==> config.mk <==
export PLATFORM = sky130hd
export DESIGN_NAME = fisher_yates_shuffle_engine_flat
export DESIGN_NICKNAME = d
export VERILOG_FILES = /design/src/rtl/fyse_pkg.sv /design/src/rtl/fyse_if.sv /design/src/rtl/fisher_yates_shuffle_engine.sv /design/src/rtl/fyse_ram.sv /design/src/flat_wrapper.sv
export VERILOG_INCLUDE_DIRS = /design/src /design/src/rtl
export SDC_FILE = /design/constraint.sdc
export NUM_CORES = 2
export LEC_CHECK = 0
export ABC_AREA = 1
export BUFFER_PORTS_ARGS = -buffer_cell sky130_fd_sc_hd__buf_2
export CAP_MARGIN = 20
export CORE_UTILIZATION = 30
export DETAILED_ROUTE_END_ITERATION = 8
export SYNTH_ARGS = -nofsm -noshare
export SYNTH_HDL_FRONTEND = slang
export SYNTH_SLANG_ARGS = --single-unit
==> constraint.sdc <==
create_clock -name clk_i -period 6.65 [get_ports clk_i]
set_clock_uncertainty 0.15 [all_clocks]
set_input_delay 1.6625 -clock clk_i [delete_from_list [all_inputs] [get_ports clk_i]]
set_output_delay 1.6625 -clock clk_i [all_outputs]
set_load 0.03 [all_outputs]
==> src/rtl/fisher_yates_shuffle_engine_assert.svh <==
// Assertion macros for the shuffle engine.
// Included by RTL files that carry concurrent checks; needs clk_i and rst_ni in scope.
`ifndef FISHER_YATES_SHUFFLE_ENGINE_ASSERT_SVH
`define FISHER_YATES_SHUFFLE_ENGINE_ASSERT_SVH

// Same-cycle implication, disabled while reset is asserted.
`define FYSE_ASSERT_NOW(label, ante, cons, msg) \
  label: assert property (@(posedge clk_i) disable iff (!rst_ni) (ante) |-> (cons)) \
    else $error(msg);

// Next-cycle implication, disabled while reset is asserted.
`define FYSE_ASSERT_NEXT(label, ante, cons, msg) \
  label: assert property (@(posedge clk_i) disable iff (!rst_ni) (ante) |=> (cons)) \
    else $error(msg);

`endif

==> src/rtl/fyse_pkg.sv <==
// Shared types, constants and the microcode table of the shuffle engine.
// No dependencies; imported by the interfaces, the engine and the testbench.
`timescale 1ns / 1ps

package fyse_pkg;

  // Store geometry.
  localparam int unsigned MaxElements = 128;
  localparam int unsigned AddrW       = $clog2(MaxElements);
  localparam int unsigned DataW       = 8;

  // 48-bit generator constants; the multiplier is split at bit 32.
  localparam int unsigned GenW     = 48;
  localparam logic [31:0] GenMulLo = 32'hDEEC_E66D;
  localparam logic [2:0]  GenMulHi = 3'h5;
  localparam logic [47:0] GenAdd   = 48'hB;
  localparam logic [15:0] GenLow   = 16'h330E;

  // Command opcodes.
  typedef enum logic [1:0] {
    OpWrite   = 2'd0,
    OpShuffle = 2'd1,
    OpRead    = 2'd2
  } opcode_e;

  // Status codes.
  localparam logic StatusOk  = 1'b0;
  localparam logic StatusErr = 1'b1;

  // Microcode fields.
  typedef enum logic [1:0] {
    RdNone,
    RdI,
    RdJ
  } rd_sel_e;

  typedef enum logic [1:0] {
    WrNone,
    WrI,
    WrJ
  } wr_sel_e;

  typedef enum logic [1:0] {
    JNext,
    JDispatch,
    JLoop,
    JResp
  } jump_e;

  typedef struct packed {
    rd_sel_e rd_sel;
    logic    cap_a;
    logic    mul_lo;
    logic    mul_hi;
    logic    gen_add;
    logic    scale;
    wr_sel_e wr_sel;
    logic    dec_i;
    jump_e   jump;
  } ucode_t;

  // Step addresses of the microprogram.
  localparam int unsigned UpcW = 4;
  localparam logic [UpcW-1:0] UpIdle  = 4'd0;
  localparam logic [UpcW-1:0] UpMulLo = 4'd1;
  localparam logic [UpcW-1:0] UpMulHi = 4'd2;
  localparam logic [UpcW-1:0] UpAdd   = 4'd3;
  localparam logic [UpcW-1:0] UpScale = 4'd4;
  localparam logic [UpcW-1:0] UpRdJ   = 4'd5;
  localparam logic [UpcW-1:0] UpWrI   = 4'd6;
  localparam logic [UpcW-1:0] UpWrJ   = 4'd7;
  localparam logic [UpcW-1:0] UpResp  = 4'd8;

  // Control store: one word per step.
  function automatic ucode_t ucode_rom(logic [UpcW-1:0] upc);
    ucode_t w;
    w = '{rd_sel: RdNone, cap_a: 1'b0, mul_lo: 1'b0, mul_hi: 1'b0, gen_add: 1'b0,
          scale: 1'b0, wr_sel: WrNone, dec_i: 1'b0, jump: JNext};
    case (upc)
      UpIdle:  w.jump = JDispatch;
      UpMulLo: begin
        w.rd_sel = RdI;
        w.mul_lo = 1'b1;
      end
      UpMulHi: begin
        w.cap_a  = 1'b1;
        w.mul_hi = 1'b1;
      end
      UpAdd:   w.gen_add = 1'b1;
      UpScale: w.scale = 1'b1;
      UpRdJ:   w.rd_sel = RdJ;
      UpWrI:   w.wr_sel = WrI;
      UpWrJ:   begin
        w.wr_sel = WrJ;
        w.dec_i  = 1'b1;
        w.jump   = JLoop;
      end
      UpResp:  w.jump = JResp;
      default: w.jump = JResp;
    endcase
    return w;
  endfunction

endpackage

==> src/rtl/fyse_if.sv <==
// Command and response channel interfaces of the shuffle engine.
// Depends on fyse_pkg for field widths.
`timescale 1ns / 1ps

// Command channel: one beat carries one command.
interface fyse_cmd_if;
  import fyse_pkg::*;
  logic             valid;
  logic             ready;
  logic [1:0]       opcode;
  logic [6:0]       index;
  logic [DataW-1:0] value;
  logic [7:0]       count;
  logic [31:0]      seed;

  modport source (output valid, opcode, index, value, count, seed, input ready);
  modport sink (input valid, opcode, index, value, count, seed, output ready);
endinterface

// Response channel: one beat per command.
interface fyse_rsp_if;
  import fyse_pkg::*;
  logic             valid;
  logic             ready;
  logic [DataW-1:0] data;
  logic             status;

  modport source (output valid, data, status, input ready);
  modport sink (input valid, data, status, output ready);
endinterface

==> src/rtl/fisher_yates_shuffle_engine.sv <==
// Fisher-Yates shuffle engine: one command beat in, one response beat out. Write and read
// commands are issued on acceptance and then respond. A shuffle of count n (n >= 2) makes
// n-1 swaps: each swap needs the three-step 48-bit generator update (split multiply, high
// partial product, add), one scaling multiply and four accesses to the single read and
// single write port of the element RAM, sequenced by a microcode table. Counts of 0 or 1 and
// all out-of-range commands go straight to the response. A new command is taken once the
// previous one has placed its response in the output register, even if that response has
// not yet been consumed. Elements must be written before read.
// Depends on fyse_pkg, fyse_if, fyse_ram and fisher_yates_shuffle_engine_assert.svh.
`timescale 1ns / 1ps
`include "fisher_yates_shuffle_engine_assert.svh"

module fisher_yates_shuffle_engine (
  input  logic       clk_i,
  input  logic       rst_ni,
  fyse_cmd_if.sink   cmd_i,
  fyse_rsp_if.source rsp_o
);
  import fyse_pkg::*;

  // Sequencer state.
  logic [UpcW-1:0] upc_q, upc_d;
  ucode_t          uc;

  // Datapath registers.
  logic [GenW-1:0]  gen_q, gen_d;
  logic [GenW-1:0]  prod_q;
  logic [15:0]      hi_q;
  logic [AddrW-1:0] i_q, j_q;
  logic [DataW-1:0] a_q;
  logic             res_err_q, res_read_q;

  // Output register.
  logic             out_valid_q;
  logic [DataW-1:0] out_data_q;
  logic             out_status_q;

  // RAM port signals.
  logic             ram_we, ram_re;
  logic [AddrW-1:0] ram_waddr, ram_raddr;
  logic [DataW-1:0] ram_wdata, ram_rdata;

  // Command decode.
  logic             cmd_fire;
  logic             idx_ok, cnt_ok;
  logic [AddrW-1:0] cmd_addr;
  logic             out_free;
  logic             load_cmd;

  // Arithmetic.
  logic [63:0]            mul_lo_full;
  logic [31:0]            mul_hi_a, mul_hi_b;
  logic [AddrW:0]         i_plus1;
  logic [GenW+AddrW:0]    scale_full;
  logic [AddrW:0]         j_raw;

  assign uc        = ucode_rom(upc_q);
  assign cmd_i.ready = (upc_q == UpIdle);
  assign cmd_fire  = cmd_i.valid && cmd_i.ready;
  assign idx_ok    = (32'(cmd_i.index) < MaxElements);
  assign cnt_ok    = (32'(cmd_i.count) <= MaxElements);
  assign cmd_addr  = AddrW'(cmd_i.index);
  assign out_free  = !out_valid_q || rsp_o.ready;
  assign load_cmd  = cmd_fire && (cmd_i.opcode == OpShuffle) && cnt_ok;

  // Next step.
  always_comb begin
    upc_d = upc_q;
    case (uc.jump)
      JNext: upc_d = upc_q + UpcW'(1);
      JDispatch: begin
        if (cmd_fire) begin
          if (load_cmd && (cmd_i.count > 8'd1)) begin
            upc_d = UpMulLo;
          end else begin
            upc_d = UpResp;
          end
        end
      end
      JLoop: upc_d = (i_q > AddrW'(1)) ? UpMulLo : UpResp;
      JResp: begin
        if (out_free) begin
          upc_d = UpIdle;
        end
      end
      default: upc_d = UpIdle;
    endcase
  end

  // Generator arithmetic: low product, high partial products, scaling.
  assign mul_lo_full = {32'd0, gen_q[31:0]} * {32'd0, GenMulLo};
  assign mul_hi_a    = {16'd0, gen_q[47:32]} * {16'd0, GenMulLo[15:0]};
  assign mul_hi_b    = {16'd0, gen_q[15:0]} * {29'd0, GenMulHi};
  assign i_plus1     = {1'b0, i_q} + (AddrW + 1)'(1);
  assign scale_full  = (GenW + AddrW + 1)'(gen_q) * (GenW + AddrW + 1)'(i_plus1);
  assign j_raw       = scale_full[GenW +: AddrW + 1];

  always_comb begin
    gen_d = gen_q;
    if (load_cmd) begin
      gen_d = {cmd_i.seed, GenLow};
    end else if (uc.gen_add) begin
      gen_d = prod_q + {hi_q, 32'd0} + GenAdd;
    end
  end

  // RAM port steering.
  always_comb begin
    ram_we    = 1'b0;
    ram_waddr = i_q;
    ram_wdata = ram_rdata;
    ram_re    = 1'b0;
    ram_raddr = i_q;
    if (cmd_fire && idx_ok && (cmd_i.opcode == OpWrite)) begin
      ram_we    = 1'b1;
      ram_waddr = cmd_addr;
      ram_wdata = cmd_i.value;
    end
    if (cmd_fire && idx_ok && (cmd_i.opcode == OpRead)) begin
      ram_re    = 1'b1;
      ram_raddr = cmd_addr;
    end
    case (uc.rd_sel)
      RdI: begin
        ram_re    = 1'b1;
        ram_raddr = i_q;
      end
      RdJ: begin
        ram_re    = 1'b1;
        ram_raddr = j_q;
      end
      default: ;
    endcase
    case (uc.wr_sel)
      WrI: begin
        ram_we    = 1'b1;
        ram_waddr = i_q;
        ram_wdata = ram_rdata;
      end
      WrJ: begin
        ram_we    = 1'b1;
        ram_waddr = j_q;
        ram_wdata = a_q;
      end
      default: ;
    endcase
  end

  fyse_ram #(
    .Width(DataW),
    .Depth(MaxElements)
  ) u_store (
    .clk_i  (clk_i),
    .we_i   (ram_we),
    .waddr_i(ram_waddr),
    .wdata_i(ram_wdata),
    .re_i   (ram_re),
    .raddr_i(ram_raddr),
    .rdata_o(ram_rdata)
  );

  // Control registers.
  always_ff @(posedge clk_i or negedge rst_ni) begin
    if (!rst_ni) begin
      upc_q       <= UpIdle;
      gen_q       <= '0;
      out_valid_q <= 1'b0;
    end else begin
      upc_q <= upc_d;
      gen_q <= gen_d;
      if ((uc.jump == JResp) && out_free) begin
        out_valid_q <= 1'b1;
      end else if (rsp_o.ready) begin
        out_valid_q <= 1'b0;
      end
    end
  end

  // Datapath and response payload registers.
  always_ff @(posedge clk_i) begin
    if (cmd_fire) begin
      res_read_q <= (cmd_i.opcode == OpRead);
      case (cmd_i.opcode)
        OpWrite, OpRead: res_err_q <= !idx_ok;
        OpShuffle:       res_err_q <= !cnt_ok;
        default:         res_err_q <= 1'b0;
      endcase
    end
    if (load_cmd) begin
      i_q <= AddrW'(cmd_i.count - 8'd1);
    end else if (uc.dec_i) begin
      i_q <= i_q - AddrW'(1);
    end
    if (uc.mul_lo) begin
      prod_q <= mul_lo_full[GenW-1:0];
    end
    if (uc.mul_hi) begin
      hi_q <= mul_hi_a[15:0] + mul_hi_b[15:0];
    end
    if (uc.cap_a) begin
      a_q <= ram_rdata;
    end
    if (uc.scale) begin
      j_q <= (j_raw > {1'b0, i_q}) ? i_q : j_raw[AddrW-1:0];
    end
    if ((uc.jump == JResp) && out_free) begin
      out_data_q   <= (res_read_q && !res_err_q) ? ram_rdata : '0;
      out_status_q <= res_err_q ? StatusErr : StatusOk;
    end
  end

  assign rsp_o.valid  = out_valid_q;
  assign rsp_o.data   = out_data_q;
  assign rsp_o.status = out_status_q;

  // Checks on the sequencer.
  `FYSE_ASSERT_NEXT(a_cmd_runs_program, cmd_fire, upc_q != UpIdle, "command did not start")
  `FYSE_ASSERT_NOW(a_loop_index_live, upc_q == UpMulLo, i_q != '0, "swap loop at index 0")
  `FYSE_ASSERT_NOW(a_swap_partner_le, upc_q == UpRdJ, j_q <= i_q, "swap partner above loop index")
  `FYSE_ASSERT_NOW(a_rsp_from_resp, $rose(out_valid_q), $past(upc_q) == UpResp, "stray response")

endmodule

==> src/rtl/fyse_ram.sv <==
// Generic simple dual-port RAM: one write port, one read port with registered data.
// No dependencies.
`timescale 1ns / 1ps

module fyse_ram #(
  parameter int unsigned Width = 8,
  parameter int unsigned Depth = 128
) (
  input  logic                     clk_i,
  input  logic                     we_i,
  input  logic [$clog2(Depth)-1:0] waddr_i,
  input  logic [Width-1:0]         wdata_i,
  input  logic                     re_i,
  input  logic [$clog2(Depth)-1:0] raddr_i,
  output logic [Width-1:0]         rdata_o
);

  logic [Width-1:0] mem_q [Depth];

  // Write port.
  always_ff @(posedge clk_i) begin
    if (we_i) begin
      mem_q[waddr_i] <= wdata_i;
    end
  end

  // Read port; data holds while no read is issued.
  always_ff @(posedge clk_i) begin
    if (re_i) begin
      rdata_o <= mem_q[raddr_i];
    end
  end

endmodule

==> src/flat_wrapper.sv <==
// flat-port wrapper written by rule: the top's interface ports become plain ports
module fisher_yates_shuffle_engine_flat import fyse_pkg::*;
  (clk_i, rst_ni, cmd_i_valid, cmd_i_opcode, cmd_i_index, cmd_i_value, cmd_i_count, cmd_i_seed, cmd_i_ready, rsp_o_valid, rsp_o_data, rsp_o_status, rsp_o_ready);
  fyse_cmd_if cmd_i_i ();
  fyse_rsp_if rsp_o_i ();
  input  logic clk_i;
  input  logic rst_ni;
  input wire logic [$bits(cmd_i_i.valid)-1:0] cmd_i_valid;
  input wire logic [$bits(cmd_i_i.opcode)-1:0] cmd_i_opcode;
  input wire logic [$bits(cmd_i_i.index)-1:0] cmd_i_index;
  input wire logic [$bits(cmd_i_i.value)-1:0] cmd_i_value;
  input wire logic [$bits(cmd_i_i.count)-1:0] cmd_i_count;
  input wire logic [$bits(cmd_i_i.seed)-1:0] cmd_i_seed;
  output wire logic [$bits(cmd_i_i.ready)-1:0] cmd_i_ready;
  output wire logic [$bits(rsp_o_i.valid)-1:0] rsp_o_valid;
  output wire logic [$bits(rsp_o_i.data)-1:0] rsp_o_data;
  output wire logic [$bits(rsp_o_i.status)-1:0] rsp_o_status;
  input wire logic [$bits(rsp_o_i.ready)-1:0] rsp_o_ready;
  assign cmd_i_i.valid = cmd_i_valid;
  assign cmd_i_i.opcode = cmd_i_opcode;
  assign cmd_i_i.index = cmd_i_index;
  assign cmd_i_i.value = cmd_i_value;
  assign cmd_i_i.count = cmd_i_count;
  assign cmd_i_i.seed = cmd_i_seed;
  assign cmd_i_ready = cmd_i_i.ready;
  assign rsp_o_valid = rsp_o_i.valid;
  assign rsp_o_data = rsp_o_i.data;
  assign rsp_o_status = rsp_o_i.status;
  assign rsp_o_i.ready = rsp_o_ready;
  fisher_yates_shuffle_engine u_core (.clk_i(clk_i), .rst_ni(rst_ni), .cmd_i(cmd_i_i), .rsp_o(rsp_o_i));
endmodule
==> key figures <==
Placement
  – Buffers on Ports: 71
  – RD Place Congestion: 0.955
  – Setup WS pre-CTS: -457 ps
  – HPWL after DPL: 190000 um

Drt
  – Vias per cell: 4.68
  – DR vias: 63300
  – Iteration count of the initial detailed-routing pass: 8
  – Final ANT Viol Nets: 0
  – Total wire length: 265000 um
  – Metal3 WL: 18200 um
  – Metal2 WL: 120000 um
  – Post-DR wirelength/cell: 19.6 um
  – DR DRC count: 0
  – DR top layer: met4
  – Met1 wire length: 117000 um
  – Starting DRC count in detailed routing: 6079

Yosys
  – Async set or reset register ratio after synthesis: 4.48%
  – FF+latch count, synth: 1182
  – Mapped Area: 0.0845 sq mm
  – EDFF count, synth: 1129
  – Yosys top cell area share: 40.1%
  – Synth cell types: 59
  – Yosys top cell by area: edfxtp_1
  – Net Count, Synth: 10200
  – Synth Instances: 8935
  – Register area share after synthesis: 41.7%
  – Most frequent cell after synthesis: inv_1
  – Top post-synthesis cells by count: 2149 x inv_1, 1617 x nand2_1, 1129 x edfxtp_1, 1119 x nand3_1, 771 x fa_1
  – Synth area leaders: edfxtp_1 40%, fa_1 18%, inv_1 9.5%, nand2_1 7.2%, ha_1 6.7%
  – Syn avg cell area: 9.46 sq um
  – Main flop type after synthesis: edfxtp_1
  – Synthesis Warnings: 0

Worst setup path
  – CP arrival: 7170 ps
  – Reg2reg path depth: 35
  – Worst-path fanout max: 5
  – Worst stage delay on the critical path: 500 ps
  – RR Endpoint: u_core.j_q[6]$_DFFE_PP_
  – Crit path top cell by count: fa_1
  – Worst setup EP type: register
  – WS Path Type: reg2reg
  – Slowest CP cell: fa_1
  – CP required: 6940 ps
  – R2R Setup Slk: -220 ps
  – RR Startpoint: u_core.i_q[1]$_DFFE_PP_
  – Crit start category: register

Timing
  – Tightest Pin Transition: 1140 ps
  – Fin crit share: 103%
  – Pins Over Slew Limit: 0
  – Worst Slack Setup Final: -224 ps
  – Final setup violating endpoints: 21
  – Unrepaired setup endpoints after global routing: yes
  – Slew Limit Headroom: 24.3%
  – Max Clock Freq: 0.145 GHz
  – Hold slack final: 291 ps
  – Final Hold Viols: 0
  – Tmin final: 6870 ps

CTS
  – Clock transition at path regs: 80 ps
  – CTS Sinks: 1182
  – Hold-fix buffers, CTS: 0
  – Clock latency on the worst-skew pair: 780 ps
  – Num CTS Buffers: 110
  – Root Buffer: clkbuf_16
  – TritonCTS clock tree: done
  – Clock Path Buffers: 3
  – Htree depth: 3

Global route
  – GRT overflow: 0
  – Global-route wire length before repair: 398000 um
  – GRT Overall Usage: 18.4%
  – Antenna violations before repair: 4
  – Number of global-route vias before repair: 63100
  – Largest net degree at the start of global routing: 129

Final layout
  – Share of layout cells above drive strength 1: 18.2%
  – Final nets: 11000
  – Fill count: 27700
  – Area delta synth->final: 21.5%

Worst hold path
  – Hold Path Class: reg2reg
  – WHS Endpoint: u_core.gen_q[0]$_DFFE_PN0P_
  – Hold path depth: 1
  – Hold Startpoint: u_core.prod_q[0]$_DFFE_PP_

Floorplan
  – Die Y-Extent: 533 um
  – Die area: 0.284 sq mm
  – Die X: 533 um
  – FP Rows: 194
  – Placeable Area: 0.280 sq mm
  – IO Pins: 72
  – Starting Density: 30.2%

Outcome
  – Failing checks: negative setup slack
  – Status: complete, but fails checks

Job
  – Max-Cap Viols: 0
[critical path, delay by kind of cell (launching register included)]
family	cells	cell delay [ps]
adder cells (fa/ha/maj)	7	2650
AND/OR/NAND/NOR	13	1470
AO/OA/AOI/OAI	7	950
buffers and inverters	7	820
flip-flops	1	390
XOR/XNOR	1	180
[placed cells by master (no fill, tap or decap), types with 16 or more instances in the layout]
cell type  Yosys  routed
inv_1       2149    2041
nand2_1     1617    1528
edfxtp_1    1129    1129
nand3_1     1119    1099
buf_4         27     748
fa_1         771     721
nor2_1       592     481
ha_1         451     364
clkbuf_16      0     113
inv_2         11     106
a21oi_1      164     101
ha_4           0      82
nor2_2         6      77
o21ai_0      103      75
xor2_1        75      72
buf_2        181      71
nand2_2        8      68
buf_6          3      59
xnor2_1       58      58
buf_12         0      52
clkinv_1      31      50
a21oi_2        0      50
fa_2           0      50
nor2_4         2      42
nor3_1        54      42
clkinv_2       0      33
dfrtp_1       53      32
o211ai_1      26      26
o22ai_1       26      26
nand4_1       23      23
nand2_4        0      23
dfrtp_2        0      21
o21ai_1        9      19
nand3_2        1      17
a21o_1        17      17
clkbuf_1      64      17
a31oi_4        0      16
a31oi_1       38      16
[state kept, by name, summed over array words and instances (netlist names), 4 cells and up]
| signal | cells |
|---|---|
| u_core.a_q | 8 |
| u_core.gen_q | 48 |
| u_core.hi_q | 16 |
| u_core.i_q | 7 |
| u_core.j_q | 7 |
| u_core.prod_q | 48 |
| u_core.rsp_o.data | 8 |
| u_core.u_store.mem_q | 1024 |
| u_core.u_store.rdata_o | 8 |
| u_core.upc_q | 4 |
[worst max path at each step]
| stage | startpoint | to | cells past startpoint |
|---|---|---|---|
| floorplan | u_core.i_q[0]$_DFFE_PP_ | u_core.j_q[4]$_DFFE_PP_ | 34 |
| global placement | u_core.gen_q[19]$_DFFE_PN0P_ | u_core.prod_q[38]$_DFFE_PP_ | 23 |
| detailed placement | u_core.gen_q[19]$_DFFE_PN0P_ | u_core.prod_q[38]$_DFFE_PP_ | 23 |
| CTS | u_core.gen_q[13]$_DFFE_PN0P_ | u_core.prod_q[46]$_DFFE_PP_ | 26 |
| global route | u_core.i_q[1]$_DFFE_PP_ | u_core.j_q[6]$_DFFE_PP_ | 40 |
| finish | u_core.i_q[1]$_DFFE_PP_ | u_core.j_q[6]$_DFFE_PP_ | 35 |
[cell type report]
| class | count | area (sq um) | share of cell area [%] |
|---|---|---|---|
| clock buffer | 127 | 2820 | 2.74 |
| sequential | 1182 | 35300 | 34.3 |
| multi-input combinational | 5269 | 42900 | 41.7 |
| inverter | 2191 | 8270 | 8.05 |
| tap | 3724 | 4660 | 4.54 |
| antenna | 3 | 7.51 | 0.00731 |
| timing repair buffer | 946 | 8030 | 7.81 |
| clock inverter | 79 | 798 | 0.777 |
[kinds of logic after synthesis]
logic type | count (synthesis) | synth area share, %
compound gates | 458 | 3.22
xor+xnor | 133 | 1.38
fa+ha+maj | 1222 | 24.9
buf+inv | 2484 | 11.4
flops | 1182 | 41.7
mux | 1 | 0.0118
simple gates | 3455 | 17.3
[routing by layer]
layer / vias to the layer above / track usage (%)
met4: 0 / 6.18
met1: 31000 / 26.0
met5: - / 0
met3: 433 / 2.21
met2: 2270 / 29.3
li1: 29600 / -
[metrics by stage]
step                utilization [%]  cell area (sq um)  TNS (ps)  std cells
floorplan                         -              84600         0       8935
global placement               33.7              94400     -8300      13200
detailed placement             33.7              94400     -9180      13200
CTS                            36.1             101000     -1290      13500
global route                   36.7             103000     -7960      13500
finish                         36.7             103000     -2420      13500
[timing repair]
item	4_1_cts	5_1_grt
gates cloned	7	3
endpoints found under the setup margin	32	34
pin swaps	179	221
setup buffers	94	39
resized for setup	477	387
Power is not shown: default switching activity piles up to over one toggle a cycle in this logic, so the estimate is an artifact.
